## src/design/box3_pkg.sv

```systemverilog
// box3_pkg: shared types, register indexes and reciprocal table for the 3x3 box blur.
// No dependencies; used by every box3_* module and by the top level.
package box3_pkg;

    localparam int CFG_IDX_W  = 8;
    localparam int CFG_DATA_W = 16;

    localparam logic [CFG_IDX_W-1:0] CFG_IMAGE_WIDTH  = 8'd0;
    localparam logic [CFG_IDX_W-1:0] CFG_IMAGE_HEIGHT = 8'd1;

    localparam int WIDTH_REG_W  = 12;
    localparam int HEIGHT_REG_W = 16;

    // 9 * 255 + rounding bias still fits in 12 bits
    localparam int SUM_W       = 12;
    localparam int CNT_W       = 4;
    localparam int RECIP_SHIFT = 16;
    localparam int RECIP_W     = 17;
    localparam int PROD_W      = SUM_W + RECIP_W;

    typedef struct packed {
        logic [7:0] blue;
        logic [7:0] green;
        logic [7:0] red;
    } t_rgb;

    // one line buffer entry: pixel of the row above and of the row two above
    typedef struct packed {
        t_rgb above;
        t_rgb two_above;
    } t_lines;

    // new window column, top to bottom
    typedef struct packed {
        t_rgb top;
        t_rgb mid;
        t_rgb bot;
    } t_column;

    // which neighbours of the center lie inside the frame
    typedef struct packed {
        logic top;
        logic bottom;
        logic left;
        logic right;
    } t_edge;

    typedef struct packed {
        logic [SUM_W-1:0] blue;
        logic [SUM_W-1:0] green;
        logic [SUM_W-1:0] red;
    } t_sum;

    // ceil(2^16 / cnt): exact for every rounded sum the window can produce
    function automatic logic [RECIP_W-1:0] recip(input logic [CNT_W-1:0] cnt);
        logic [RECIP_W-1:0] m;
        case (cnt)
            4'd1:    m = 17'd65536;
            4'd2:    m = 17'd32768;
            4'd3:    m = 17'd21846;
            4'd4:    m = 17'd16384;
            4'd6:    m = 17'd10923;
            4'd9:    m = 17'd7282;
            default: m = 17'd65536;
        endcase
        return m;
    endfunction

endpackage

```

## src/design/box3_divide.sv

```systemverilog
// box3_divide: rounded division of the channel sums by the neighbour count, output register.
// Depends on box3_pkg (t_sum, t_rgb, recip).
module box3_divide (
    input  logic                          i_clk,
    input  logic                          i_rst_n,
    input  logic                          i_valid,
    input  box3_pkg::t_sum                i_sum,
    input  logic [box3_pkg::CNT_W-1:0]    i_cnt,
    input  logic                          i_last,
    output logic                          o_ready,
    output logic                          o_valid,
    input  logic                          i_ready,
    output box3_pkg::t_rgb                o_rgb,
    output logic                          o_last
);

    logic r_valid;
    box3_pkg::t_rgb r_rgb;
    logic r_last;

    logic [box3_pkg::RECIP_W-1:0] m;
    logic [box3_pkg::SUM_W-1:0]   bias;
    logic [box3_pkg::PROD_W-1:0]  p_red, p_green, p_blue;
    logic                         take;

    assign m    = box3_pkg::recip(i_cnt);
    assign bias = box3_pkg::SUM_W'(i_cnt >> 1);

    // floor((sum + cnt/2) * ceil(2^16/cnt) / 2^16)
    assign p_red   = box3_pkg::PROD_W'(i_sum.red + bias) * box3_pkg::PROD_W'(m);
    assign p_green = box3_pkg::PROD_W'(i_sum.green + bias) * box3_pkg::PROD_W'(m);
    assign p_blue  = box3_pkg::PROD_W'(i_sum.blue + bias) * box3_pkg::PROD_W'(m);

    assign o_ready = !r_valid || i_ready;
    assign take    = i_valid && o_ready;

    always_ff @(posedge i_clk) begin
        if (!i_rst_n) begin
            r_valid <= 1'b0;
        end else if (take) begin
            r_valid <= 1'b1;
        end else if (i_ready) begin
            r_valid <= 1'b0;
        end
    end

    always_ff @(posedge i_clk) begin
        if (take) begin
            r_rgb.red   <= p_red[box3_pkg::RECIP_SHIFT +: 8];
            r_rgb.green <= p_green[box3_pkg::RECIP_SHIFT +: 8];
            r_rgb.blue  <= p_blue[box3_pkg::RECIP_SHIFT +: 8];
            r_last      <= i_last;
        end
    end

    assign o_valid = r_valid;
    assign o_rgb   = r_rgb;
    assign o_last  = r_last;

    // the clipped neighbourhood always holds 1, 2, 3, 4, 6 or 9 pixels
    a_cnt: assert property (@(posedge i_clk) disable iff (!i_rst_n)
        i_valid |-> (i_cnt == 4'd1 || i_cnt == 4'd2 || i_cnt == 4'd3 ||
                     i_cnt == 4'd4 || i_cnt == 4'd6 || i_cnt == 4'd9))
        else $error("bad neighbour count");

endmodule

```

## config.mk

```make
export PLATFORM = sky130hd
export DESIGN_NAME = box3_divide
export DESIGN_NICKNAME = d
export VERILOG_FILES = /design/src/design/box3_pkg.sv /design/src/design/box3_divide.sv
export SDC_FILE = /design/constraint.sdc
export NUM_CORES = 1
export LEC_CHECK = 0
export BUFFER_PORTS_ARGS = -buffer_cell sky130_fd_sc_hd__buf_2
export CAP_MARGIN = 10
export CELL_PAD_IN_SITES_DETAIL_PLACEMENT = 0
export CELL_PAD_IN_SITES_GLOBAL_PLACEMENT = 1
export CORE_MARGIN = 10
export CORE_UTILIZATION = 40
export DETAILED_ROUTE_END_ITERATION = 8
export GPL_TIMING_DRIVEN = 1
export PLACE_DENSITY_LB_ADDON = 0.05
export RECOVER_POWER = 25
export REMOVE_ABC_BUFFERS = 1
export SLEW_MARGIN = 5
export SYNTH_ARGS = -nofsm -noshare
export SYNTH_HDL_FRONTEND = slang
export SYNTH_SLANG_ARGS = --single-unit
export TNS_END_PERCENT = 5
```

## constraint.sdc

```tcl
create_clock -name i_clk -period 18.7 [get_ports i_clk]
set_input_delay 3.74 -clock i_clk [delete_from_list [all_inputs] [get_ports i_clk]]
set_output_delay 3.74 -clock i_clk [all_outputs]
set_load 0.01 [all_outputs]
```

After elaboration in Yosys (flattened, before gate mapping)

Cells that the tools add are included.

Add/subtract/negate cells: 3
Multiply operators: 3
Divide/modulo/power cells: 0
Order comparisons: 0
Equal/unequal tests: 5
Shift-type cells: 0
Muxes and demuxes: 3
Bitwise gates (word level): 0
Reductions and logical operators: 4

Operators with widths:

| kind                                                                   | number |
|---|---|
| 17-bit one-hot mux with 5 select lines                                 | 1 |
| 13-bit by 17-bit multiplier with 24-bit output                         | 3 |
| 12-bit by 3-bit adder with 13-bit output                               | 3 |
| 4-bit by 2-bit equality test with 1-bit output (second input constant) | 2 |
| 4-bit by 3-bit equality test with 1-bit output (second input constant) | 2 |
| 4-bit equality test (second input constant)                            | 1 |
| 1-bit two-way mux                                                      | 2 |
| 2-bit nonzero test                                                     | 1 |
| 1-bit logical AND                                                      | 1 |
| 1-bit logical NOT                                                      | 1 |
| 1-bit logical OR                                                       | 1 |

Flip-flop bits (word level): 26
Latch bits: 0
Bits in writable memories: 0
Memory bits (read-only): 0
Input bits: 45
Output and inout port bits: 27
Word-level logic and storage cells: 23
Memories kept: 0

Logic depth before layout (Yosys ltp)

Word-level depth: 4
Mapped depth: 27
Gate-level depth less buffers: 27

Worst setup path before layout

Ideal clock, no wire load.

Path kind: in2reg
From: in i_sum[12] (netlist name)
To: reg r_rgb (netlist bit o_rgb[15]) (data pin)
Setup time: 0.260 ns
Data arrival time: 10.016 ns
Required time: 18.440 ns
Path slack: 8.424 ns
Stages on the path: 25
Buffers on the path: 0
Cell sequence: ha_1 inv_1 fa_1 nor2b_1 nor2_1 or4b_1 or2_2 nor2_1 inv_1 fa_1 fa_1 inv_1 fa_1 fa_1 inv_1 fa_1 inv_1 ha_1 a21oi_1 nor2_1 a2111oi_0 a31oi_1 a21o_1 o41a_1 xnor2_1

Longest elaborated chain between the ends: 2

Ends and longest elaborated chain:

| element                                        | line              | RTL |
|---|---|---|
| start: declaration                             | box3_divide.sv:7  | `input box3_pkg::t_sum i_sum,` |
| 12-bit by 3-bit adder with 13-bit output       | box3_divide.sv:31 | `assign p_green = box3_pkg::PROD_W'(i_sum.green + bias) * box3_pkg::PROD_W'(m);` |
| 13-bit by 17-bit multiplier with 24-bit output | box3_divide.sv:31 |  |
| named net p_green, one bit                     | box3_divide.sv:23 | `logic [box3_pkg::PROD_W-1:0] p_red, p_green, p_blue;` |
| end: declaration                               | box3_divide.sv:18 | `box3_pkg::t_rgb r_rgb;` |

The timed path passes the listed nets, and every way through them passes these cells.
A chain may end at the register's enable or synchronous reset.

Final worst setup path

From: in i_cnt[1] (netlist name)
To: reg r_rgb (netlist bit o_rgb[15]) (data pin)

Longest elaborated chain between the ends: 3
Elaborated cells on any way between the ends: 8
Classes of those cells: add/sub: 1; mul: 1; eq/ne: 5; mux: 1

Ends and longest elaborated chain:

| element                                                                          | line              | RTL |
|---|---|---|
| start: declaration                                                               | box3_divide.sv:8  | `input logic [box3_pkg::CNT_W-1:0] i_cnt,` |
| branches (longest 2 deep; another with 12-bit by 3-bit adder with 13-bit output) | -                 |  |
| 13-bit by 17-bit multiplier with 24-bit output *                                 | box3_divide.sv:31 |  |
| named net p_green, one bit                                                       | box3_divide.sv:23 |  |

Mark *: on every way through the listed nets, which the timed path passes.

==> run metrics <==
hold path cells=2; Die W=223 um; CP max FO=10; most common cell after layout, fill and taps aside=inv_1; DRT iter0 DRCs=516; Top-Level Pins=72; Post-CTS Setup Bufs=0; Sequential Area=771 um^2; reg-to-reg setup timing slack=17170 ps; drt first pass iters=5; CTS tree=yes; H-tree depth=1; global-route usage over all layers=20.0%; pin count of the biggest net entering global routing=34; Critical Path End Type=register; Max Fclk=90.8 MHz; Hold Crit Class=register to register; top_reg_cell synth=edfxtp_1; vias in the first global route=12774; PD cells=42.4 mW/mm^2; crit path DAT=11050 ps; top post-synthesis cells by area=fa_1, inv_1, ha_1, edfxtp_1, xnor2_1; vias=11458; core box area=0.0407 mm^2; GR Overflow Total=0; Max transition margin=28.0%; final antenna-violating net count=0; CP startpoint kind=input pin; IO Port Bufs=71; CTS root buffer=clkbuf_16; row count=74; Clock Pin Slew Worst Setup and Hold Paths=80 ps; Fillers=4225; r2r worst-path depth=2; Syn. warnings=0; initial antenna violation count=2; synthesized area=0.0164 mm^2; peak supply drop=0.0353 mV; Placer Congestion=0.912; DIE AREA=0.0496 mm^2; first-pass GRT wire length=75600 um; post-route clock period utilization=58.9%; async set or reset register ratio after synthesis=0%; Pins Over Slew Limit=0; drt wl/cell=19.8 um; area share of the largest cell type after synthesis=46.5%; Post-Syn Instances=1825; Setup TNS=0 ps; design area=0.0175 mm^2; Fin. Hold Viols=0; Worst Tran Pin Value=1080 ps; DRC viols=0; area of the multi-input gates=0.0133 mm^2; MaxCap Viol Count=0; unrepaired setup endpoints after global routing=no; Starting Density=40.4%; number of synthesized flops with an enable pin=25; fin nets=2488; Die Y-Extent=223 um; hold-fix buffers at CTS=0; Post-DP Area=0.0175 mm^2; final setup fails=0; post-synthesis sequential area ratio=4.69%; Tmin final=11010 ps; largest area contributor in the netlist=fa_1; post-cts gate resize count=0; most frequent cells in the layout=inv_1, fa_1, ha_1, nand2_1, nor2_1; vias per cell=4.75; Max clock buf depth=2; Yosys cell types=55; final WL=47900 um; leakage power=9.72 nW; status=finished, final reports clean; area delta synth->final=6.72%; Avg Cell Area, Syn=9.01 um^2; Layout Skew=27.2 ps; Synth Register Bits=26; clock latency on the worst-skew pair=320 ps; HPWL Detailed=42700 um; CTS buffer count=3; WP data required=18740 ps; crit path kind=input pin to register; share of post-route cells with drive strength above 1=4.95%; Sink Count=26
-- path summary, 6_finish.rpt --
kind | startpoint | endpoint
setup / recovery | i_cnt[1] | o_rgb[15]
hold reg to reg | o_valid | o_valid
hold / removal | o_valid | o_valid
setup reg to reg | o_valid | o_rgb[16]
-- report_power, final --
part	internal, W	total (W)	switching (W)
Clock	0.0000432	0.0000779	0.0000347
Combinational	0.000223	0.000564	0.000341
Sequential	0.0000970	0.000102	0.00000500
Total	0.000363	0.000744	0.000381
-- cells in the mapped netlist, types with 3 or more instances --
cell       count
nor3_1        13
edfxtp_1      25
a21o_1        14
nand2b_1       8
nor2_1       142
and2_1         9
nand3_1       11
or3_1          4
o2111ai_1      3
xor2_1        45
xnor2_1       66
nor4_1         3
clkbuf_1      27
nand2_1      152
and3_1         9
nor2b_1        9
a21oi_1       31
inv_1        601
ha_1         180
fa_1         382
o21a_1         5
a31oi_1        5
nand4_1        8
o41ai_1        3
or2_2          6
o21ai_0       25
-- per-layer routing --
layer | global-route usage [%] | vias up | wire, um
met5 | 0 | - | 0
met4 | 4.34 | 0 | 965
met3 | 1.89 | 41 | 1530
met2 | 33.0 | 196 | 22900
met1 | 27.8 | 5803 | 22500
li1 | - | 5418 | -
-- cells by family after synthesis --
family / count (synthesis) / synth area share [%]
buffers and inverters: 632 / 14.5
adder cells (fa/ha/maj): 562 / 60.2
AND/OR/NAND/NOR: 383 / 10.2
AO/OA/AOI/OAI: 111 / 4.53
XOR/XNOR: 111 / 5.91
flip-flops: 26 / 4.69
-- per-stage QoR --
| step | power, W | util [%] | hold WS [ps] | setup slack, ps | std cells |
|---|---|---|---|---|---|
| 5_1_grt | 0.000844 | 43.1 | 578 | 7310 | 2412 |
| 6_report | 0.000744 | 43.1 | 529 | 7690 | 2414 |
| 2_1_floorplan | 0.000503 | - | 610 | 8420 | 1794 |
| 4_1_cts | 0.000769 | 43.1 | 533 | 7640 | 2412 |
| 3_3_place_gp | 0.000680 | 42.9 | 504 | 7420 | 2408 |
| 3_5_place_dp | 0.000681 | 42.9 | 520 | 7310 | 2408 |
-- state kept, by name (all words and copies together), names as in the netlist --
register  count
o_rgb        24
o_last        1
o_valid       1
-- final cells by class --
type	instances	share of cell area [%]
well taps	532	3.79
repair buffers	82	2.37
multi-input cells	1167	76.0
flip-flops and latches	26	4.39
inverters	601	12.9
clock inverters	1	0.171
clock buffers	3	0.428
diodes	2	0.0285
-- critical path, stage by stage --
cell and delay [ps]:
buf_2 230, ha_1 220, inv_1 60, fa_1 420, nor2b_1 280, nor2_1 70, or4b_1 660, or2_2 370
nor2_1 180, inv_1 130, fa_1 470, fa_1 520, inv_1 50, fa_1 440, fa_1 500, inv_1 50
fa_1 470, inv_1 50, ha_1 280, a21oi_1 130, nor2_1 50, a2111oi_0 540, a31oi_1 420, a21o_1 270
o41a_1 320, xnor2_1 140
No activity file was read; power rests on OpenSTA's default activity.
