## src/design/box3_pkg.sv

```systemverilog
// box3_pkg: shared types, register indexes and reciprocal table for the 3x3 box blur.
// No dependencies; used by every box3_* module and by the top level.
package box3_pkg;

    localparam int CFG_IDX_W  = 8;
    localparam int CFG_DATA_W = 16;

    localparam logic [CFG_IDX_W-1:0] CFG_IMAGE_WIDTH  = 8'd0;
    localparam logic [CFG_IDX_W-1:0] CFG_IMAGE_HEIGHT = 8'd1;

    localparam int WIDTH_REG_W  = 12;
    localparam int HEIGHT_REG_W = 16;

    // 9 * 255 + rounding bias still fits in 12 bits
    localparam int SUM_W       = 12;
    localparam int CNT_W       = 4;
    localparam int RECIP_SHIFT = 16;
    localparam int RECIP_W     = 17;
    localparam int PROD_W      = SUM_W + RECIP_W;

    typedef struct packed {
        logic [7:0] blue;
        logic [7:0] green;
        logic [7:0] red;
    } t_rgb;

    // one line buffer entry: pixel of the row above and of the row two above
    typedef struct packed {
        t_rgb above;
        t_rgb two_above;
    } t_lines;

    // new window column, top to bottom
    typedef struct packed {
        t_rgb top;
        t_rgb mid;
        t_rgb bot;
    } t_column;

    // which neighbours of the center lie inside the frame
    typedef struct packed {
        logic top;
        logic bottom;
        logic left;
        logic right;
    } t_edge;

    typedef struct packed {
        logic [SUM_W-1:0] blue;
        logic [SUM_W-1:0] green;
        logic [SUM_W-1:0] red;
    } t_sum;

    // ceil(2^16 / cnt): exact for every rounded sum the window can produce
    function automatic logic [RECIP_W-1:0] recip(input logic [CNT_W-1:0] cnt);
        logic [RECIP_W-1:0] m;
        case (cnt)
            4'd1:    m = 17'd65536;
            4'd2:    m = 17'd32768;
            4'd3:    m = 17'd21846;
            4'd4:    m = 17'd16384;
            4'd6:    m = 17'd10923;
            4'd9:    m = 17'd7282;
            default: m = 17'd65536;
        endcase
        return m;
    endfunction

endpackage

```

## src/design/box3_window.sv

```systemverilog
// box3_window: 3x3 window columns and masked per-channel neighbourhood sums.
// Depends on box3_pkg (t_column, t_edge, t_sum).
module box3_window (
    input  logic                          i_clk,
    input  logic                          i_rst_n,
    input  logic                          i_load,
    input  logic                          i_emit,
    input  box3_pkg::t_column             i_col,
    input  box3_pkg::t_edge               i_edge,
    input  logic                          i_last,
    input  logic                          i_ready,
    output logic                          o_ready,
    output logic                          o_valid,
    output box3_pkg::t_sum                o_sum,
    output logic [box3_pkg::CNT_W-1:0]    o_cnt,
    output logic                          o_last
);

    box3_pkg::t_column r_wc1, r_wc2;
    logic r_valid;
    box3_pkg::t_sum r_sum;
    logic [box3_pkg::CNT_W-1:0] r_cnt;
    logic r_last;

    box3_pkg::t_sum n_sum;
    logic [box3_pkg::CNT_W-1:0] n_cnt;
    logic [1:0] rows, cols;

    always_comb begin
        box3_pkg::t_column win [3];
        logic rv [3];
        logic cv [3];
        box3_pkg::t_rgb p;
        win[0] = r_wc1;
        win[1] = r_wc2;
        win[2] = i_col;
        rv[0] = i_edge.top;
        rv[1] = 1'b1;
        rv[2] = i_edge.bottom;
        cv[0] = i_edge.left;
        cv[1] = 1'b1;
        cv[2] = i_edge.right;
        n_sum = '0;
        for (int j = 0; j < 3; j++) begin
            for (int i = 0; i < 3; i++) begin
                case (i)
                    0:       p = win[j].top;
                    1:       p = win[j].mid;
                    default: p = win[j].bot;
                endcase
                if (rv[i] && cv[j]) begin
                    n_sum.red   = n_sum.red   + box3_pkg::SUM_W'(p.red);
                    n_sum.green = n_sum.green + box3_pkg::SUM_W'(p.green);
                    n_sum.blue  = n_sum.blue  + box3_pkg::SUM_W'(p.blue);
                end
            end
        end
        rows  = 2'd1 + 2'(i_edge.top) + 2'(i_edge.bottom);
        cols  = 2'd1 + 2'(i_edge.left) + 2'(i_edge.right);
        n_cnt = box3_pkg::CNT_W'(rows) * box3_pkg::CNT_W'(cols);
    end

    assign o_ready = !r_valid || i_ready;

    always_ff @(posedge i_clk) begin
        if (i_load) begin
            r_wc1 <= r_wc2;
            r_wc2 <= i_col;
        end
    end

    always_ff @(posedge i_clk) begin
        if (!i_rst_n) begin
            r_valid <= 1'b0;
        end else if (i_load && i_emit) begin
            r_valid <= 1'b1;
        end else if (i_ready) begin
            r_valid <= 1'b0;
        end
    end

    always_ff @(posedge i_clk) begin
        if (i_load && i_emit) begin
            r_sum  <= n_sum;
            r_cnt  <= n_cnt;
            r_last <= i_last;
        end
    end

    assign o_valid = r_valid;
    assign o_sum   = r_sum;
    assign o_cnt   = r_cnt;
    assign o_last  = r_last;

    // a held sum must not change while the divider stage is full
    a_hold: assert property (@(posedge i_clk) disable iff (!i_rst_n)
        r_valid && !i_ready |=> r_valid && $stable(r_sum) && $stable(r_cnt))
        else $error("window sum changed while stalled");

    // the emitting load only happens when this stage has room
    a_room: assert property (@(posedge i_clk) disable iff (!i_rst_n)
        i_load && i_emit |-> o_ready)
        else $error("window stage overwritten");

endmodule

```

## config.mk

```make
export PLATFORM = sky130hd
export DESIGN_NAME = box3_window
export DESIGN_NICKNAME = d
export VERILOG_FILES = /design/src/design/box3_pkg.sv /design/src/design/box3_window.sv
export SDC_FILE = /design/constraint.sdc
export NUM_CORES = 1
export LEC_CHECK = 0
export BUFFER_PORTS_ARGS = -buffer_cell sky130_fd_sc_hd__buf_2
export CELL_PAD_IN_SITES_DETAIL_PLACEMENT = 0
export CELL_PAD_IN_SITES_GLOBAL_PLACEMENT = 1
export CORE_MARGIN = 3
export CORE_UTILIZATION = 52
export CTS_CLUSTER_DIAMETER = 100
export DETAILED_ROUTE_END_ITERATION = 10
export PLACE_DENSITY_LB_ADDON = 0.1
export SLEW_MARGIN = 20
export SYNTH_ARGS = -nofsm -noshare
export SYNTH_HDL_FRONTEND = slang
export SYNTH_SLANG_ARGS = --single-unit
```

## constraint.sdc

```tcl
create_clock -name i_clk -period 32.7 [get_ports i_clk]
set_input_delay 4.905 -clock i_clk [delete_from_list [all_inputs] [get_ports i_clk]]
set_output_delay 4.905 -clock i_clk [all_outputs]
set_load 0.02 [all_outputs]
```

Word-level counts from Yosys, hierarchy flattened
Cells that the tools add are included.
Operators by class
  multiply operators: 1
  reductions and logical operators: 8
  $add $sub $neg: 28
  muxes and demuxes: 10
Operator list (number)
  12-bit by 8-bit adder with 12-bit output: 23
  36-bit two-way mux: 6
  33-bit two-way mux: 1
  32-bit two-way mux: 1
  8-bit by 8-bit adder with 9-bit output: 1
  1-bit logical AND: 5
  1-bit by 1-bit adder with 2-bit output (first input constant): 2
  2-bit by 1-bit adder with 2-bit output: 2
  2-bit by 2-bit multiplier with 4-bit output: 1
  1-bit two-way mux: 2
  2-bit nonzero test: 1
  1-bit logical NOT: 1
  1-bit logical OR: 1
Word-level totals
  bits in registers: 186
  input port bits: 82
  logic and storage cells: 71

Depth between registers and ports, before layout
Gate-level depths: netlist of run 1.
  depth after elaboration: 17
  mapped depth: 53
  gate-level depth less buffers: 49

Worst setup path before layout of run 1
No wires, ideal clock.
  kind: input to register
  start point: input i_edge[1] in the netlist's numbering
  end point: register r_sum (netlist bit o_sum[11]) (data pin)
  buffers on the path: 4
  setup slack: 19.043 ns
  arrival time: 13.398 ns
  stages: 47
  cells stage by stage: buf_4 buf_2 buf_1 clkbuf_1 and3_1 ha_1 inv_1 fa_1 nor2b_1 or3_1 nand3_1 a21oi_1 ha_1 and2_1 a22o_1 o31ai_1 ha_1 o21a_1 (+11 left out) mux2_2 ha_1 o21a_1 o31a_1 a21oi_1 nand2_1 o21ai_0 ha_1 or3_1 a21oi_1 a21oi_1 ha_1 a21oi_1 o21ai_0 nand3_1 or4_1 o211ai_1 xnor2_1
RTL lines
  start, declared: RTL line box3_window.sv:9  | input box3_pkg::t_edge i_edge,
  end signal, assigned: RTL line box3_window.sv:84  | r_sum <= n_sum;
  end, declared: RTL line box3_window.sv:21  | box3_pkg::t_sum r_sum;

==> results of run 1 <==
## cell type report
type	count	share of cell area, %
clock buffers	17	2.335
clock inverters	15	1.023
inverters	134	2.761
multi-input cells	1412	56.54
flip-flops and latches	186	30.60
well taps	396	2.720
repair buffers	138	4.018
## cell usage after synthesis (7+ instances only)
| cell type | number |
|---|---|
| a21boi_0 | 21 |
| or3_1 | 13 |
| xor2_1 | 39 |
| nand3b_1 | 8 |
| o31ai_1 | 16 |
| and2_1 | 13 |
| inv_1 | 131 |
| ha_1 | 194 |
| mux2_2 | 16 |
| o31a_1 | 7 |
| nor4_1 | 7 |
| nand3_1 | 20 |
| clkbuf_1 | 28 |
| a21oi_1 | 150 |
| edfxtp_1 | 185 |
| nor2_1 | 162 |
| nand2_1 | 113 |
| nand2b_1 | 28 |
| fa_1 | 24 |
| o21ai_0 | 133 |
| nor2b_1 | 42 |
| xnor2_1 | 97 |
| a211oi_1 | 24 |
| o21bai_1 | 17 |
| a21o_1 | 43 |
| nor3_1 | 19 |
| o21a_1 | 45 |
| mux2i_1 | 22 |
| a22o_1 | 7 |
| and3_1 | 30 |
## stage by stage
step | worst slack [ns] | power (mW) | cell area, um^2 | hold WS [ns] | cells
after floorplan | 19.04 | 0.9704 | 16520 | 0.4334 | 1770
after global placement | 18.33 | 1.130 | 17600 | 0.4443 | 2266
after detailed placement | 18.21 | 1.143 | 17600 | 0.4467 | 2266
after CTS | 18.61 | 1.371 | 18210 | 0.4645 | 2298
after global routing | 17.64 | 1.495 | 18220 | 0.4808 | 2298
final | 18.47 | 1.376 | 18220 | 0.4645 | 2298
## sequential cells by signal, summed over array words and instances, names as in the netlist
| register | cells |
|---|---|
| o_last | 1 |
| r_wc2 | 72 |
| o_sum | 36 |
| o_cnt | 4 |
| o_valid | 1 |
| r_wc1 | 72 |
## critical path, delay by kind of cell
kind,cells,cell delay (ns)
mux,1,0.28
xor+xnor,2,0.33
simple gates,10,1.65
compound gates,22,3.80
fa+ha+maj,8,2.51
buf+inv,5,0.86
## worst paths after layout
| check | start | end | slack [ns] | cells past startpoint |
|---|---|---|---|---|
| worst max-delay path | i_edge[3] | o_sum[23]$_DFFE_PP_ | 18.47 | 48 |
| worst min-delay path | r_wc2[40]$_DFFE_PP_ | r_wc1[40]$_DFFE_PP_ | 0.46 | 0 |
| worst max register to register | r_wc1[56]$_DFFE_PP_ | o_sum[23]$_DFFE_PP_ | 23.38 | 46 |
| worst min register to register | r_wc2[40]$_DFFE_PP_ | r_wc1[40]$_DFFE_PP_ | 0.46 | 0 |
## cell families (layout without fill, tap and decap cells)
kind of cell,after synthesis,count (layout),synth area share [%]
AND/OR/NAND/NOR,482,482,14.04
flip-flops,186,186,33.74
XOR/XNOR,139,139,7.587
AO/OA/AOI/OAI,534,534,20.51
multiplexers,39,39,2.559
adder cells (fa/ha/maj),218,218,17.60
buffers and inverters,172,304,3.968
## metal layers
| layer | vias up | global-route usage, % | routed length [um] |
|---|---|---|---|
| li1 | 6693 | - | - |
| met1 | 6372 | 42.10 | 22810 |
| met2 | 373 | 37.06 | 17770 |
| met3 | 38 | 4.026 | 2704 |
| met4 | 2 | 5.171 | 517 |
| met5 | - | 0 | 13 |
## power breakdown
| part | internal (mW) | switching [mW] | leakage (nW) | total, mW |
|---|---|---|---|---|
| logic | 0.357 | 0.482 | 5.80 | 0.840 |
| clock network | 0.122 | 0.0976 | 0.296 | 0.220 |
| registers | 0.302 | 0.0150 | 1.80 | 0.317 |
==> summary.md, run 1 <==
| Metric | Value |
|---|---|
| Worst path max stage delay | 0.55 ns |
| Leak | ~7.9 nW |
| Htree depth | 4 |
| Core footprint | 30990 um^2 |
| Layout Area Growth over Synthesis | 10.25% |
| Fraction of registers with async set/reset | 0% |
| Number of synthesized flops with an enable pin | 185 |
| Synth top area share | around 34% |
| HPWL Detailed | roughly 35000 um |
| Routed vias | about 13000 |
| Number of antenna diodes | 0 |
| Most frequent CP cell | ha_1 |
| Commonest non-fill, non-tap cell in the layout | ha_1 |
| Seq/Total Area, Yosys | approximately 34% |
| Final min period | between 10 and 15 ns |
| Synth cell types | 83 |
| Vias/cell | ~5.9 |
| Core Rows | 64 |
| Die extent in y | roughly 180 um |
| Max_slew headroom | ~29% |
| Crit path kind | input port to register |
| Clk sink count | ~190 |
| All-Layer GR Usage | 26.16% |
| Total number of yosys warnings | 0 |
| CP Capture Type | register |
| Mapped Avg Cell Area | about 9.3 um^2 |
| Synth area leader | edfxtp_1 |
| Clk buf depth | 2 |
| Hold Buf Count CTS | 0 |
| Main flop type after synthesis | edfxtp_1 |
| Total gr overflow | 0 |
| Drt drc | 0 |
| Clock Tree Root | clkbuf_16 |
| Worst min path class | register to register |
| Worst-path clk slew | approximately 0.070 ns |
| Fin. max-slew vios | 0 |
| Fin util | around three fifths |
| Max_cap viols | 0 |
| Port bufs | between 100 and 150 |
| 1st-iter DRT viols | about 1300 |
| Critical Path RT | roughly 33 ns |
| Post-Syn Instances | 1770 |
| Initial antenna violation count | 1 |
| Fin. Hold Viols | 0 |
| Worst-skew pair later-pin latency | 0.45 ns |
| Starting Density | approximately 53% |
| Pre-Repair DR Iteration Count | 6 |
| Die Wd | around 180 um |
| Area of the multi-input gates | between 10000 and 15000 um^2 |
| Vias in the first global route | 12727 |
| TritonCTS clock tree | yes |
| PwrDens | about 76 nW/um^2 |
| Worst Skew | approximately 0.009 ns |
| Share of cells above drive strength 1 | between 10% and 20% |
| Setup bufs post-CTS | 0 |
| Largest net degree at the start of global routing | 66 |
| Die ar. | ~34000 um^2 |
| Placer Congestion | 0.8713 |
| Worst path arrival time | 14.41 ns |
| Total I/O pin count | 125 |
| Critical-path top delay cell | buf_4 |
| FILL cells | between 2000 and 3000 |
| Status | finished, final reports clean |
| Maximum clock frequency | between 70 and 80 MHz |
| CP Max Fanout | 65 |
| First-pass GRT wire length | 68900 um |
| Crit start category | input port |
| Synth area leaders | edfxtp_1, ha_1, xnor2_1 |
| Setup TNS | 0 ns |
| Final wirelength | between 40000 and 50000 um |
| Most frequent cells in the layout | ha_1, edfxtp_1, nor2_1 |
| Worst Tran Pin Value | around 1.0 ns |
| Routed Antenna Nets | 0 |
| Synth Net Count | 2070 |
| Maximum VDD drop | roughly 0.044 mV |
| DR WL/cell | roughly 19 um |
| #FFs+latches synth | approximately 190 |
| Final worst path period share | ~44% |
| RSZ-0062 raised after global routing | false |
| Final net count | ~2200 |
| Sequential cell area | about 5600 um^2 |
| Area of the mapped netlist | 16520 um^2 |
| Post-CTS Resized | 0 |
| Final setup violation count | 0 |
| CTS buffer count | 17 |
Note: power is estimated with default switching activity, not from simulation.
==> inputs of run 2 (changes only) <==
--- a/config.mk
+++ b/config.mk
@@ -5,11 +5,12 @@
 export SDC_FILE = /design/constraint.sdc
 export NUM_CORES = 1
 export LEC_CHECK = 0
+export ABC_AREA = 1
 export BUFFER_PORTS_ARGS = -buffer_cell sky130_fd_sc_hd__buf_2
 export CELL_PAD_IN_SITES_DETAIL_PLACEMENT = 0
 export CELL_PAD_IN_SITES_GLOBAL_PLACEMENT = 1
 export CORE_MARGIN = 3
-export CORE_UTILIZATION = 52
+export CORE_UTILIZATION = 47
 export CTS_CLUSTER_DIAMETER = 100
 export DETAILED_ROUTE_END_ITERATION = 10
 export PLACE_DENSITY_LB_ADDON = 0.1
==> constraint.sdc (replaced) <==
create_clock -name i_clk -period 14 [get_ports i_clk]
set_input_delay 2.1 -clock i_clk [delete_from_list [all_inputs] [get_ports i_clk]]
set_output_delay 2.1 -clock i_clk [all_outputs]
set_load 0.02 [all_outputs]
==> run 2 against run 1 <==
Against the previous run: die area increased by 9.1%; final cell count increased by 14%; synthesized cell count increased by 16%; worst setup slack got worse by 16 ns; critical path depth decreased by 9; critical path type unchanged.
==> summary.md, run 2 <==
| Metric | Value |
|---|---|
| Routed Antenna Nets | 0 (unchanged) |
| Top post-synthesis cells by count | nand2_1, inv_1, ha_1, edfxtp_1, o21ai_0 |
| Total Power | 2.898 mW (+110%) |
| Number of synthesized flops with an enable pin | 185 (unchanged) |
| Starting Density | 48.26% (-5.1 points) |
| Htree depth | 4 (unchanged) |
| Core footprint | 33870 um^2 (+9.3%) |
| Leak | 8.629 nW (+9.3%) |
| Final wirelength | 42720 um (-2.5%) |
| Synth area leaders | edfxtp_1, ha_1, nand2_1 |
| Core Rows | 67 (+4.7%) |
| Final worst path period share | between 70 and 80% |
| Top routing layer in use | met4 |
| Commonest non-fill, non-tap cell in the layout | nand2_1 |
| Clock Tree Root | clkbuf_16 |
| CP endpoint | o_sum[11]$_DFFE_PP_ |
| Hold Crit Start | r_wc2[40]$_DFFE_PP_ |
| Fin. Hold Viols | 0 (unchanged) |
| Reg2reg path depth | 38 (-17%) |
| Clk sink count | 186 (unchanged) |
| Share of cells above drive strength 1 | 11.96% (+0.81 points) |
| Crit Reg-Reg Startpoint | r_wc1[48]$_DFFE_PP_ |
| TritonCTS clock tree | yes |
| Synth top area share | 33.99% (+0.37 points) |
| Seq/Total Area, Yosys | 34.11% (+0.37 points) |
| Vias/cell | 5.179 (-12%) |
| Worst Tran Pin Value | 0.9262 ns (-0.1036 ns) |
| Max_cap viols | 0 (unchanged) |
| Worst-path clk slew | 0.07 ns (about the same) |
| Maximum VDD drop | 0.09258 mV (+110%) |
| Total I/O pin count | 125 (unchanged) |
| PwrDens | 160.9 nW/um^2 (+110%) |
| Most frequent cells in the layout | nand2_1, inv_1, ha_1 |
| Setup TNS | 0 ns (unchanged) |
| Largest net degree at the start of global routing | 73 (+11%) |
| Status | finished, final reports clean |
| Worst Skew | 0.009881 ns (+0.001097 ns) |
| Worst-skew pair later-pin latency | 0.44 ns (about the same) |
| Die Wd | 192.5 um (+4.5%) |
| Most frequent cell after synthesis | nand2_1 |
| Post-Syn Instances | 2047 (+16%) |
| 1st-iter DRT viols | 829 (-38%) |
| Final net count | 2463 (+13%) |
| Met3 routed WL | 2321 um (-14%) |
| HPWL Detailed | 34510 um (about the same) |
| Worst path max stage delay | 0.63 ns (+0.08 ns) |
| Area of the multi-input gates | 9440 um^2 (-8.3%) |
| Die ar. | 37050 um^2 (+9.1%) |
| Final min period | 11.04 ns |
| Launch point of the worst path | i_edge[1] |
| Worst path arrival time | 11.25 ns (-3.16 ns) |
| Layout Area Growth over Synthesis | 10.20% (about the same) |
| DR WL/cell | 16.29 um (-15%) |
| Initial antenna violation count | 1 (unchanged) |
| Worst min path class | register to register |
| Mapped Avg Cell Area | 7.985 um^2 (-14%) |
| Synth area leader | edfxtp_1 |
| Synth cell types | 52 (-37%) |
| First-pass GRT wire length | 66990 um (-2.8%) |
| Drt drc | 0 (unchanged) |
| R2R Setup Slk | 5.12 ns (-18.26 ns) |
| Max_slew headroom | 38.26% (+8.9 points) |
| Critical-path top delay cell | fa_1 |
| Crit start category | input port |
| Die extent in y | 192.5 um (+4.5%) |
| Setup bufs post-CTS | 0 (unchanged) |
| Vias in the first global route | 12604 (-0.97%) |
| FILL cells | 3240 (+20%) |
| Total number of yosys warnings | 0 (unchanged) |
| Post-CTS Resized | 0 (unchanged) |
| WL met2 | 16890 um (-5.0%) |
| CTS buffer count | 17 (unchanged) |
| Maximum clock frequency | ~90 MHz |
| Hold Buf Count CTS | 0 (unchanged) |
| Crit path kind | input port to register |
| #FFs+latches synth | 186 (unchanged) |
| RSZ-0062 raised after global routing | false |
| Fin. max-slew vios | 0 (unchanged) |
| Routed vias | 13584 (+0.79%) |
| Met1 WL | 23090 um (+1.2%) |
| CP Capture Type | register |
| Synth Net Count | 2347 (+13%) |
| Port bufs | 124 (unchanged) |
| Placer Congestion | 0.8842 (+1.5%) |
| Pre-Repair DR Iteration Count | 5 (-1) |
| Critical Path RT | 14.21 ns (-18.67 ns) |
| Area of the mapped netlist | 16350 um^2 (-1.1%) |
| Clk buf depth | 2 (unchanged) |
| Sequential cell area | 5575 um^2 (unchanged) |
| All-Layer GR Usage | 23.61% (-2.5 points) |
| Fraction of registers with async set/reset | 0% (unchanged) |
| RR Endpoint | o_sum[11]$_DFFE_PP_ |
| Final setup violation count | 0 (unchanged) |
| CP Max Fanout | 31 (-52%) |
| Most frequent CP cell | fa_1 |
| Total gr overflow | 0 (unchanged) |
| Main flop type after synthesis | edfxtp_1 |
-- run 2: worst min path at each step --
stage | endpoint | slack (ns) | depth (start not counted)
after floorplan | r_wc1[0]$_DFFE_PP_ | 0.43 | 0
after global placement | r_wc1[40]$_DFFE_PP_ | 0.44 | 0
after detailed placement | r_wc1[40]$_DFFE_PP_ | 0.44 | 0
after CTS | r_wc1[40]$_DFFE_PP_ | 0.46 | 0
after global routing | r_wc1[24]$_DFFE_PP_ | 0.48 | 0
final | r_wc1[40]$_DFFE_PP_ | 0.46 | 0
-- run 2: final cells by class --
| cell class | instances | area share (%) |
|---|---|---|
| tap | 448 | 3.112 |
| inverter | 313 | 6.529 |
| clock buffer | 19 | 2.403 |
| timing repair buffer | 134 | 3.897 |
| clock inverter | 11 | 0.6876 |
| sequential | 186 | 30.95 |
| multi-input combinational | 1511 | 52.41 |
| antenna | 1 | 0.01389 |
-- run 2: layer usage --
metal	track usage, %	vias up
li1	-	7117
met5	0	-
met4	4.091	0
met1	38.51	6163
met3	3.651	25
met2	32.89	279
-- run 2: stage by stage --
stage / cells / util (%) / cell area (um^2) / hold slack (ns) / worst slack (ns)
finish: 2623 / 53.19 / 18010 / 0.4602 / 2.961
global route: 2622 / 53.18 / 18010 / 0.4773 / 2.146
CTS: 2622 / 53.18 / 18010 / 0.4593 / 2.962
detailed placement: 2592 / 51.54 / 17450 / 0.4421 / 2.597
global placement: 2592 / 51.54 / 17450 / 0.4386 / 2.786
floorplan: 2047 / - / 16350 / 0.4334 / 3.913
-- run 2: critical path, delay by kind of cell --
family / cells / cell delay (ns)
xor gates and xnor gates: 1 / 0.18
buffers and inverters: 7 / 1.01
adders and majority gates: 9 / 3.93
AOI/OAI and AO/OA: 8 / 1.88
and+or+nand+nor: 14 / 2.13
-- run 2: logic make-up (layout without fill, tap and decap cells) --
family | after synthesis | after routing | share of synthesized area (%)
flip-flops | 186 | 186 | 34.11
adder cells (fa/ha/maj) | 218 | 218 | 17.79
AND/OR/NAND/NOR | 786 | 786 | 21.53
XOR/XNOR | 78 | 78 | 4.225
multiplexers | 1 | 1 | 0.06124
other | 0 | 1 | 0
AO/OA/AOI/OAI | 428 | 428 | 14.15
buffers and inverters | 350 | 477 | 8.137
-- run 2: where the power goes --
part,switching [mW],total (mW),internal (mW)
registers,0.0320,0.728,0.696
logic,1.06,1.70,0.637
clock network,0.211,0.472,0.261
total,1.30,2.90,1.59
